[src/hdl/gmft_pkg.sv]
// shared widths and constants for the geared motor feedback tracker
// no dependencies; used by gmft_div, gmft_track and the top level
package gmft_pkg;

  localparam int ANGLE_W    = 16;
  localparam int SPEED_W    = 16;
  localparam int CURRENT_W  = 16;
  localparam int RATIO_W    = 13;
  localparam int TURN_W     = 13;
  localparam int SHAFT_W    = 17;
  localparam int POS_W      = 32;
  localparam int THR_W      = 12;
  localparam int DIVIDEND_W = 16;

  localparam int IN_DATA_W  = 48;
  localparam int OUT_DATA_W = 128;

  localparam int THR_NUMERATOR   = 4095;
  localparam int SHAFT_NUMERATOR = 8191;
  localparam int HALF_COUNT      = 4095;
  localparam int FULL_COUNT      = 8192;

  localparam logic [RATIO_W-1:0] RATIO_RESET = RATIO_W'(1);

endpackage

[src/hdl/gmft_div.sv]
// bit-serial restoring divider, one quotient bit per cycle
// depends on gmft_pkg for the dividend and divisor widths
module gmft_div (
  input  logic                                clk,
  input  logic                                rst,
  input  logic                                start,
  input  logic [gmft_pkg::DIVIDEND_W-1:0]     dividend,
  input  logic [gmft_pkg::RATIO_W-1:0]        divisor,
  output logic                                done,
  output logic [gmft_pkg::DIVIDEND_W-1:0]     quotient
);

  localparam int CNT_W = $clog2(gmft_pkg::DIVIDEND_W + 1);

  logic                               busy;
  logic [CNT_W-1:0]                   count;
  logic [gmft_pkg::DIVIDEND_W-1:0]    q;
  logic [gmft_pkg::RATIO_W-1:0]       rem;
  logic [gmft_pkg::RATIO_W:0]         rem_shift;
  logic                               fits;

  assign rem_shift = {rem, q[gmft_pkg::DIVIDEND_W-1]};
  assign fits      = rem_shift >= {1'b0, divisor};
  assign quotient  = q;

  always_ff @(posedge clk) begin
    if (rst) begin
      busy  <= 1'b0;
      done  <= 1'b0;
      count <= '0;
    end else begin
      done <= 1'b0;
      if (start) begin
        busy  <= 1'b1;
        count <= CNT_W'(gmft_pkg::DIVIDEND_W);
      end else if (busy) begin
        count <= count - CNT_W'(1);
        if (count == CNT_W'(1)) begin
          busy <= 1'b0;
          done <= 1'b1;
        end
      end
    end
  end

  always_ff @(posedge clk) begin
    if (start) begin
      q   <= dividend;
      rem <= '0;
    end else if (busy) begin
      if (fits) begin
        rem <= gmft_pkg::RATIO_W'(rem_shift - {1'b0, divisor});
      end else begin
        rem <= rem_shift[gmft_pkg::RATIO_W-1:0];
      end
      q <= {q[gmft_pkg::DIVIDEND_W-2:0], fits};
    end
  end

endmodule

[src/hdl/gmft_track.sv]
// turn counting, shaft angle and relative position tracking over the steps go, stage1 and stage2
// depends on gmft_pkg; holds all per-frame tracking state
module gmft_track (
  input  logic                              clk,
  input  logic                              rst,
  input  logic                              go,
  input  logic [gmft_pkg::ANGLE_W-1:0]      rotor,
  input  logic [gmft_pkg::THR_W-1:0]        thr,
  input  logic [gmft_pkg::TURN_W-1:0]       k,
  input  logic [gmft_pkg::RATIO_W-1:0]      ratio,
  output logic                              done,
  output logic [gmft_pkg::TURN_W-1:0]       turn_index,
  output logic [gmft_pkg::SHAFT_W-1:0]      shaft_angle,
  output logic [gmft_pkg::POS_W-1:0]        relative_position
);

  localparam int PROD_W = 2 * gmft_pkg::TURN_W;
  localparam int CNT_W  = gmft_pkg::TURN_W + 2;
  localparam int DS_W   = gmft_pkg::SHAFT_W + 1;

  logic                              stage1;
  logic                              stage2;
  logic                              seen_first_frame;
  logic [gmft_pkg::ANGLE_W-1:0]      prev_rotor_angle;
  logic [gmft_pkg::SHAFT_W-1:0]      prev_shaft_angle;
  logic [gmft_pkg::TURN_W-1:0]       turn_count;
  logic [gmft_pkg::POS_W-1:0]        position_accumulator;
  logic [PROD_W-1:0]                 prod;

  logic signed [gmft_pkg::ANGLE_W:0] d;
  logic signed [gmft_pkg::ANGLE_W:0] thr_s;
  logic signed [CNT_W-1:0]           cnt_step;
  logic [gmft_pkg::TURN_W-1:0]       turn_count_next;
  logic [gmft_pkg::SHAFT_W-1:0]      shaft;
  logic signed [DS_W-1:0]            ds;
  logic signed [DS_W-1:0]            adj;

  assign turn_index        = turn_count;
  assign shaft_angle       = prev_shaft_angle;
  assign relative_position = position_accumulator;

  always_comb begin
    d     = $signed({1'b0, rotor}) - $signed({1'b0, prev_rotor_angle});
    thr_s = $signed({{(gmft_pkg::ANGLE_W + 1 - gmft_pkg::THR_W){1'b0}}, thr});
    cnt_step = $signed({2'b00, turn_count});
    if (d > thr_s) begin
      cnt_step = cnt_step - CNT_W'(1);
    end else if (d < -thr_s) begin
      cnt_step = cnt_step + CNT_W'(1);
    end
    if (cnt_step >= $signed({2'b00, ratio})) begin
      turn_count_next = '0;
    end else if (cnt_step < 0) begin
      turn_count_next = ratio - gmft_pkg::TURN_W'(1);
    end else begin
      turn_count_next = cnt_step[gmft_pkg::TURN_W-1:0];
    end
  end

  always_comb begin
    shaft = prod[gmft_pkg::SHAFT_W-1:0] + {1'b0, rotor};
    ds    = $signed({1'b0, shaft}) - $signed({1'b0, prev_shaft_angle});
    if (ds > $signed(DS_W'(gmft_pkg::HALF_COUNT))) begin
      adj = ds - $signed(DS_W'(gmft_pkg::FULL_COUNT));
    end else if (ds < -$signed(DS_W'(gmft_pkg::HALF_COUNT))) begin
      adj = ds + $signed(DS_W'(gmft_pkg::FULL_COUNT));
    end else begin
      adj = ds;
    end
  end

  always_ff @(posedge clk) begin
    if (rst) begin
      stage1               <= 1'b0;
      stage2               <= 1'b0;
      done                 <= 1'b0;
      seen_first_frame     <= 1'b0;
      prev_rotor_angle     <= '0;
      prev_shaft_angle     <= '0;
      turn_count           <= '0;
      position_accumulator <= '0;
    end else begin
      stage1 <= go;
      stage2 <= stage1;
      done   <= stage2;
      if (go) begin
        turn_count       <= turn_count_next;
        prev_rotor_angle <= rotor;
      end
      if (stage2) begin
        prev_shaft_angle <= shaft;
        seen_first_frame <= 1'b1;
        if (seen_first_frame) begin
          position_accumulator <= position_accumulator
                                  + {{(gmft_pkg::POS_W - DS_W){adj[DS_W-1]}}, adj};
        end else begin
          position_accumulator <= '0;
        end
      end
    end
  end

  always_ff @(posedge clk) begin
    if (stage1) begin
      prod <= turn_count * k;
    end
  end

endmodule

[src/hdl/geared_motor_feedback_tracker.sv]
// top level: frame sequencer, shared serial divider, tracker and output register
// depends on gmft_pkg, gmft_div and gmft_track
//
// usage
//   s_t* carries one motor feedback frame per transaction; m_t* carries one
//   result per frame; cfg_* writes the gear ratio (zero is taken as one)
//   the block works on one frame at a time: s_tready is high only while idle
//   and no ratio write is offered; a ratio write wins over a frame
//   a frame runs from acceptance to m_tvalid through two divider passes
//   (start, load, 16 quotient bits each), the tracking steps go, stage1 and
//   stage2, and the hold state that hands over to the output register
//   a ratio write keeps s_tready low while two divider passes
//   form the turn threshold and the per-turn shaft step
//   the result sits in an output register; a new frame is accepted while it
//   waits, and a finished frame waits for the register to empty when the
//   receiver stalls
//   reset (rst, synchronous) sets the ratio to one with its constants
//   preloaded, clears the tracking state and empties the output register
module geared_motor_feedback_tracker (
  input  logic                               clk,
  input  logic                               rst,
  input  logic                               s_tvalid,
  output logic                               s_tready,
  // angle_raw[15:0], speed_raw[31:16], current_raw[47:32]
  input  logic [gmft_pkg::IN_DATA_W-1:0]     s_tdata,
  output logic                               m_tvalid,
  input  logic                               m_tready,
  // rotor_speed[15:0], shaft_speed[31:16], scaled_rotor_angle[47:32],
  // turn_index[60:48], shaft_angle[77:61], relative_position[109:78],
  // motor_current[125:110], zero[127:126]
  output logic [gmft_pkg::OUT_DATA_W-1:0]    m_tdata,
  input  logic                               cfg_valid,
  output logic                               cfg_ready,
  input  logic [gmft_pkg::RATIO_W-1:0]       cfg_data
);

  typedef enum logic [6:0] {
    S_IDLE    = 7'b0000001,
    S_CONST_A = 7'b0000010,
    S_CONST_B = 7'b0000100,
    S_DIV_SPD = 7'b0001000,
    S_DIV_ANG = 7'b0010000,
    S_TRACK   = 7'b0100000,
    S_HOLD    = 7'b1000000
  } state_t;

  localparam int SP_W  = gmft_pkg::SPEED_W;
  localparam int DV_W  = gmft_pkg::DIVIDEND_W;
  localparam int PAD_W = gmft_pkg::OUT_DATA_W - 3 * SP_W - gmft_pkg::TURN_W
                         - gmft_pkg::SHAFT_W - gmft_pkg::POS_W - gmft_pkg::CURRENT_W;

  state_t                             state;
  logic [gmft_pkg::RATIO_W-1:0]       ratio;
  logic [gmft_pkg::THR_W-1:0]         thr;
  logic [gmft_pkg::TURN_W-1:0]        k;
  logic                               div_start;
  logic [DV_W-1:0]                    div_dividend;
  logic                               div_done;
  logic [DV_W-1:0]                    div_quotient;
  logic                               track_go;
  logic                               track_done;
  logic [gmft_pkg::TURN_W-1:0]        turn_index;
  logic [gmft_pkg::SHAFT_W-1:0]       shaft_angle;
  logic [gmft_pkg::POS_W-1:0]         relative_position;

  logic [gmft_pkg::ANGLE_W-1:0]       angle_hold;
  logic [SP_W-1:0]                    speed_hold;
  logic [gmft_pkg::CURRENT_W-1:0]     current_hold;
  logic [SP_W-1:0]                    shaft_speed;
  logic [gmft_pkg::ANGLE_W-1:0]       rotor;
  logic [SP_W-1:0]                    speed_in;
  logic [SP_W-1:0]                    speed_mag;
  logic                               out_free;

  assign s_tready  = (state == S_IDLE) && !cfg_valid;
  assign cfg_ready = (state == S_IDLE);
  assign out_free  = !m_tvalid || m_tready;
  assign speed_in  = s_tdata[2*SP_W-1:SP_W];
  assign speed_mag = speed_in[SP_W-1] ? SP_W'(~speed_in + SP_W'(1)) : speed_in;

  gmft_div u_div (
    .clk      (clk),
    .rst      (rst),
    .start    (div_start),
    .dividend (div_dividend),
    .divisor  (ratio),
    .done     (div_done),
    .quotient (div_quotient)
  );

  gmft_track u_track (
    .clk               (clk),
    .rst               (rst),
    .go                (track_go),
    .rotor             (rotor),
    .thr               (thr),
    .k                 (k),
    .ratio             (ratio),
    .done              (track_done),
    .turn_index        (turn_index),
    .shaft_angle       (shaft_angle),
    .relative_position (relative_position)
  );

  always_ff @(posedge clk) begin
    if (rst) begin
      state     <= S_IDLE;
      ratio     <= gmft_pkg::RATIO_RESET;
      thr       <= gmft_pkg::THR_W'(gmft_pkg::THR_NUMERATOR);
      k         <= gmft_pkg::TURN_W'(gmft_pkg::SHAFT_NUMERATOR);
      div_start <= 1'b0;
      track_go  <= 1'b0;
      m_tvalid  <= 1'b0;
    end else begin
      div_start <= 1'b0;
      track_go  <= 1'b0;
      if ((state == S_HOLD) && out_free) begin
        m_tvalid <= 1'b1;
      end else if (m_tready) begin
        m_tvalid <= 1'b0;
      end
      case (state)
        S_IDLE: begin
          if (cfg_valid) begin
            ratio     <= (cfg_data == '0) ? gmft_pkg::RATIO_RESET : cfg_data;
            div_start <= 1'b1;
            state     <= S_CONST_A;
          end else if (s_tvalid) begin
            div_start <= 1'b1;
            state     <= S_DIV_SPD;
          end
        end
        S_CONST_A: begin
          if (div_done) begin
            thr       <= div_quotient[gmft_pkg::THR_W-1:0];
            div_start <= 1'b1;
            state     <= S_CONST_B;
          end
        end
        S_CONST_B: begin
          if (div_done) begin
            k     <= div_quotient[gmft_pkg::TURN_W-1:0];
            state <= S_IDLE;
          end
        end
        S_DIV_SPD: begin
          if (div_done) begin
            div_start <= 1'b1;
            state     <= S_DIV_ANG;
          end
        end
        S_DIV_ANG: begin
          if (div_done) begin
            track_go <= 1'b1;
            state    <= S_TRACK;
          end
        end
        S_TRACK: begin
          if (track_done) begin
            state <= S_HOLD;
          end
        end
        S_HOLD: begin
          if (out_free) begin
            state <= S_IDLE;
          end
        end
        default: begin
          state <= S_IDLE;
        end
      endcase
    end
  end

  always_ff @(posedge clk) begin
    case (state)
      S_IDLE: begin
        if (cfg_valid) begin
          div_dividend <= DV_W'(gmft_pkg::THR_NUMERATOR);
        end else if (s_tvalid) begin
          angle_hold   <= s_tdata[gmft_pkg::ANGLE_W-1:0];
          speed_hold   <= speed_in;
          current_hold <= s_tdata[3*SP_W-1:2*SP_W];
          div_dividend <= speed_mag;
        end
      end
      S_CONST_A: begin
        div_dividend <= DV_W'(gmft_pkg::SHAFT_NUMERATOR);
      end
      S_DIV_SPD: begin
        if (div_done) begin
          shaft_speed  <= speed_hold[SP_W-1] ? SP_W'(~div_quotient + SP_W'(1))
                                             : div_quotient;
          div_dividend <= angle_hold;
        end
      end
      S_DIV_ANG: begin
        if (div_done) begin
          rotor <= div_quotient;
        end
      end
      S_HOLD: begin
        if (out_free) begin
          m_tdata <= {{PAD_W{1'b0}}, current_hold, relative_position, shaft_angle,
                      turn_index, rotor, shaft_speed, speed_hold};
        end
      end
      default: begin
      end
    endcase
  end

endmodule
[config.mk]
export PLATFORM = sky130hd
export DESIGN_NAME = geared_motor_feedback_tracker
export DESIGN_NICKNAME = d
export VERILOG_FILES = /design/src/hdl/gmft_pkg.sv /design/src/hdl/gmft_div.sv /design/src/hdl/gmft_track.sv /design/src/hdl/geared_motor_feedback_tracker.sv
export SDC_FILE = /design/constraint.sdc
export NUM_CORES = 1
export LEC_CHECK = 0
export BUFFER_PORTS_ARGS = -buffer_cell sky130_fd_sc_hd__clkbuf_2
export CAP_MARGIN = 5
export CORE_MARGIN = 4
export CORE_UTILIZATION = 40
export CTS_BUF_LIST = sky130_fd_sc_hd__clkbuf_4 sky130_fd_sc_hd__clkbuf_8
export CTS_CLUSTER_SIZE = 20
export DETAILED_ROUTE_END_ITERATION = 10
export HOLD_SLACK_MARGIN = 0.15
export PLACE_DENSITY = 0.62
export SETUP_SLACK_MARGIN = 0.02
export SLEW_MARGIN = 20
export SYNTH_ARGS = -nofsm -noshare
export SYNTH_HDL_FRONTEND = slang
export SYNTH_SLANG_ARGS = --single-unit
[constraint.sdc]
create_clock -name clk -period 23.4 [get_ports clk]
set_clock_uncertainty 0.15 [all_clocks]
set_input_delay 2.34 -clock clk [delete_from_list [all_inputs] [get_ports clk]]
set_output_delay 2.34 -clock clk [all_outputs]
set_load 0.03 [all_outputs]
==> flow_metrics.tcl <==
set metrics [dict create \
    finalHoldViolations 0 \
    io_buffers 194 \
    cts_tree "done" \
    ant_nets 0 \
    cellInternalPower_mw 1.313 \
    worst_setup_path_end_kind "flop" \
    synthCells 2444 \
    startpoint_type "flop" \
    finalCritPeriodShare_pct 32.74 \
    pwr_density_cell_mw_per_mm2 63.64 \
    clk_pin_slew_ps 50 \
    seqPwrFrac_pct 47.4 \
    synth_cell_types 83 \
    n_fill_cell 5780 \
    cap_violations 0 \
    rsz0062_at_grt "false" \
    vias 18660 \
    syn_area_mm2 0.02500 \
    grt_max_degree 76 \
    h-tree-depth 3 \
    overflow 0 \
    finalWeightedCongestion 0.8787 \
    avgSynthCellArea_um2 10.23 \
    postCtsHoldBufs 0 \
    synth_edf_count 255 \
    fmax_mhz 130.5 \
    clock_power_share_pct 38.0 \
    wl_per_cell_um 17.50 \
    die_w_um 258.0 \
    antenna_found_initial 0 \
    fin_crit_ps 7662 \
    grt_pass1_wl_mm 99.62 \
    core_area_mm2 0.06183 \
    status "finished, final reports clean" \
    avgViaCountPerCell 5.281 \
    ys_ff_latch 405 \
    grt_usage_pct 18.34 \
    netSwitchingPower_uw 488.7 \
    slew_violations 0 \
    combinationalPowerShare_pct 14.6 \
    die_y_um 258.0 \
    worstPathArrival_ps 8030 \
    initial_utilization_pct 40.43 \
    dieArea_mm2 0.06656 \
    wl_mm 61.82 \
    insertion_delay_ps 650 \
    drc 0 \
    p_leak_nw 11.73 \
    pin_count 197 \
    netSwitchingFraction_pct 27.13 \
    grt_pass1_vias 18650 \
    dr.first_iter.drc_count 1148 \
    async_flop_share_pct 0 \
    fin_nets 2986 \
    cts_buffer_depth 3 \
    cts_root_buffer "clkbuf_8" \
    dr.pass1.iters 8 \
    finalSetupTns_ps 0 \
    min_path_type "flop to flop" \
    worstMarginPinSlew_ps 1093 \
    slew_headroom_pct 26.85 \
    cts_made_buffers 72 \
    synthFlopType "edfxtp_1" \
    cp_max_fo 7 \
    finalPower_mw 1.802 \
    peakVddDrop_v 0.00004746 \
    clock_sinks 405 \
    ys_seq_area_share_pct 42.64 \
    most-common-layout-cells "255 x edfxtp_1, 243 x nand2_1, 216 x inv_1" \
    cp.required_ps 23770 \
    setup_viol 0 \
    synth_top_area_cell "edfxtp_1" \
    cts_resized 0 \
    ys_warn_count 0 \
    cts_setup_buffers 0 \
    dpl.hpwl_mm 45.58 \
    final_common_cell "edfxtp_1" \
    drive_gt1_share_pct 13.99 \
    yosys.area.top_type_share_pct 30.63 \
    worstSetupPathType "flop to flop" \
    synthTopCellsByArea "edfxtp_1 31%, dfxtp_1 12%, ha_1 9.4%" \
    rows 91 \
    areaGrowthSynthToFinish_pct 13.23 \
]
## synthesized netlist by cell type (25+ instances only)
library cell and count:
a21o_1 40, a21oi_1 127, and2_1 67, clkbuf_1 75, dfxtp_1 150, edfxtp_1 255
fa_1 92, ha_1 187, inv_1 216, mux2i_1 54, nand2_1 243, nand2b_1 29
nand3_1 27, nand4_1 26, nor2_1 182, nor2b_1 43, nor3_1 38, o21a_1 25
o21ai_0 67, xnor2_1 115, xor2_1 44
## logic make-up (layout without fill, tap and decap cells)
group	after synthesis	count (layout)	share of synthesized area (%)
AOI/OAI and AO/OA	466	466	12.70
xor gates and xnor gates	159	159	5.571
adders and majority gates	280	280	16.77
buffers and inverters	309	559	4.745
DFF	405	405	42.64
muxes	69	69	2.838
other	1	3	0.01500
and+or+nand+nor	755	755	14.72
## registers in the layout, summed over array words and instances, names as in the netlist, 17 cells and up
signal	flops
m_tdata	126
u_track.prod	17
u_track.relative_position	32
u_track.shaft_angle	17
## through the flow
stage                     cell area (um^2)  setup slack, ps  instances  hold WS, ps  utilization, %
after floorplan                      25000            14600       2445        250.3               -
after global placement               26820            15930       3404        250.4           43.38
after detailed placement             26820            15750       3404        254.5           43.38
after CTS                            28300            15730       3532        260.6           45.78
after global routing                 28300            14900       3532        271.0           45.78
final                                28310            15740       3533        262.8           45.79
## worst max-delay path: stages (launching register included)
cell       delay [ps]
edfxtp_1          500
ha_1              330
a21o_1            180
a21oi_1           220
o21ai_0           110
a21oi_1           210
o21ai_0           150
a41o_1            280
o41ai_1           530
xnor2_1           170
ha_1              400
inv_1             120
o31ai_1           660
or2_2             220
o31ai_1            80
a21oi_1           270
xor2_1            170
or3_1             440
o2bb2ai_1         170
ha_1              260
or2_2             300
o32a_1            300
a41oi_1           380
o21ai_0           250
a221oi_1          360
xnor2_1           100
a22o_1            200
## path summary, 6_finish.rpt
kind | from | endpoint | slack [ps] | depth (start not counted)
max | rotor[1] | u_track.relative_position[30] | 15740 | 26
min | current_hold[6] | m_tdata[116] | 260 | 0
max reg2reg | rotor[1] | u_track.relative_position[30] | 15740 | 26
min reg2reg | current_hold[6] | m_tdata[116] | 260 | 0
## power by group through the flow
stage | registers (mW) | logic, mW | clock network, mW
floorplan | 0.843 | 0.210 | 0
global placement | 0.867 | 0.254 | 0
detailed placement | 0.869 | 0.261 | 0
CTS | 0.854 | 0.263 | 0.707
global route | 0.859 | 0.294 | 0.742
finish | 0.854 | 0.262 | 0.685
## per-layer routing
layer / global-route usage (%) / routed length, um / share of wire (%)
met3: 3.138 / 2820 / 4.6
met4: 5.109 / 1327 / 2.1
met1: 23.52 / 26950 / 44
met2: 32.01 / 30720 / 50
met5: 0 / 0 / 0
## final cells by class
class / instances / area (um^2) / share of cell area (%)
timing repair buffer: 215 / 1131 / 3.996
clock buffer: 101 / 1234 / 4.358
multi-input combinational: 1731 / 13170 / 46.53
clock inverter: 27 / 247.7 / 0.8752
inverter: 216 / 810.8 / 2.864
tap: 837 / 1047 / 3.700
sequential: 405 / 10660 / 37.66
antenna: 1 / 2.502 / 0.008840
No activity file was read; power rests on OpenSTA's default activity.
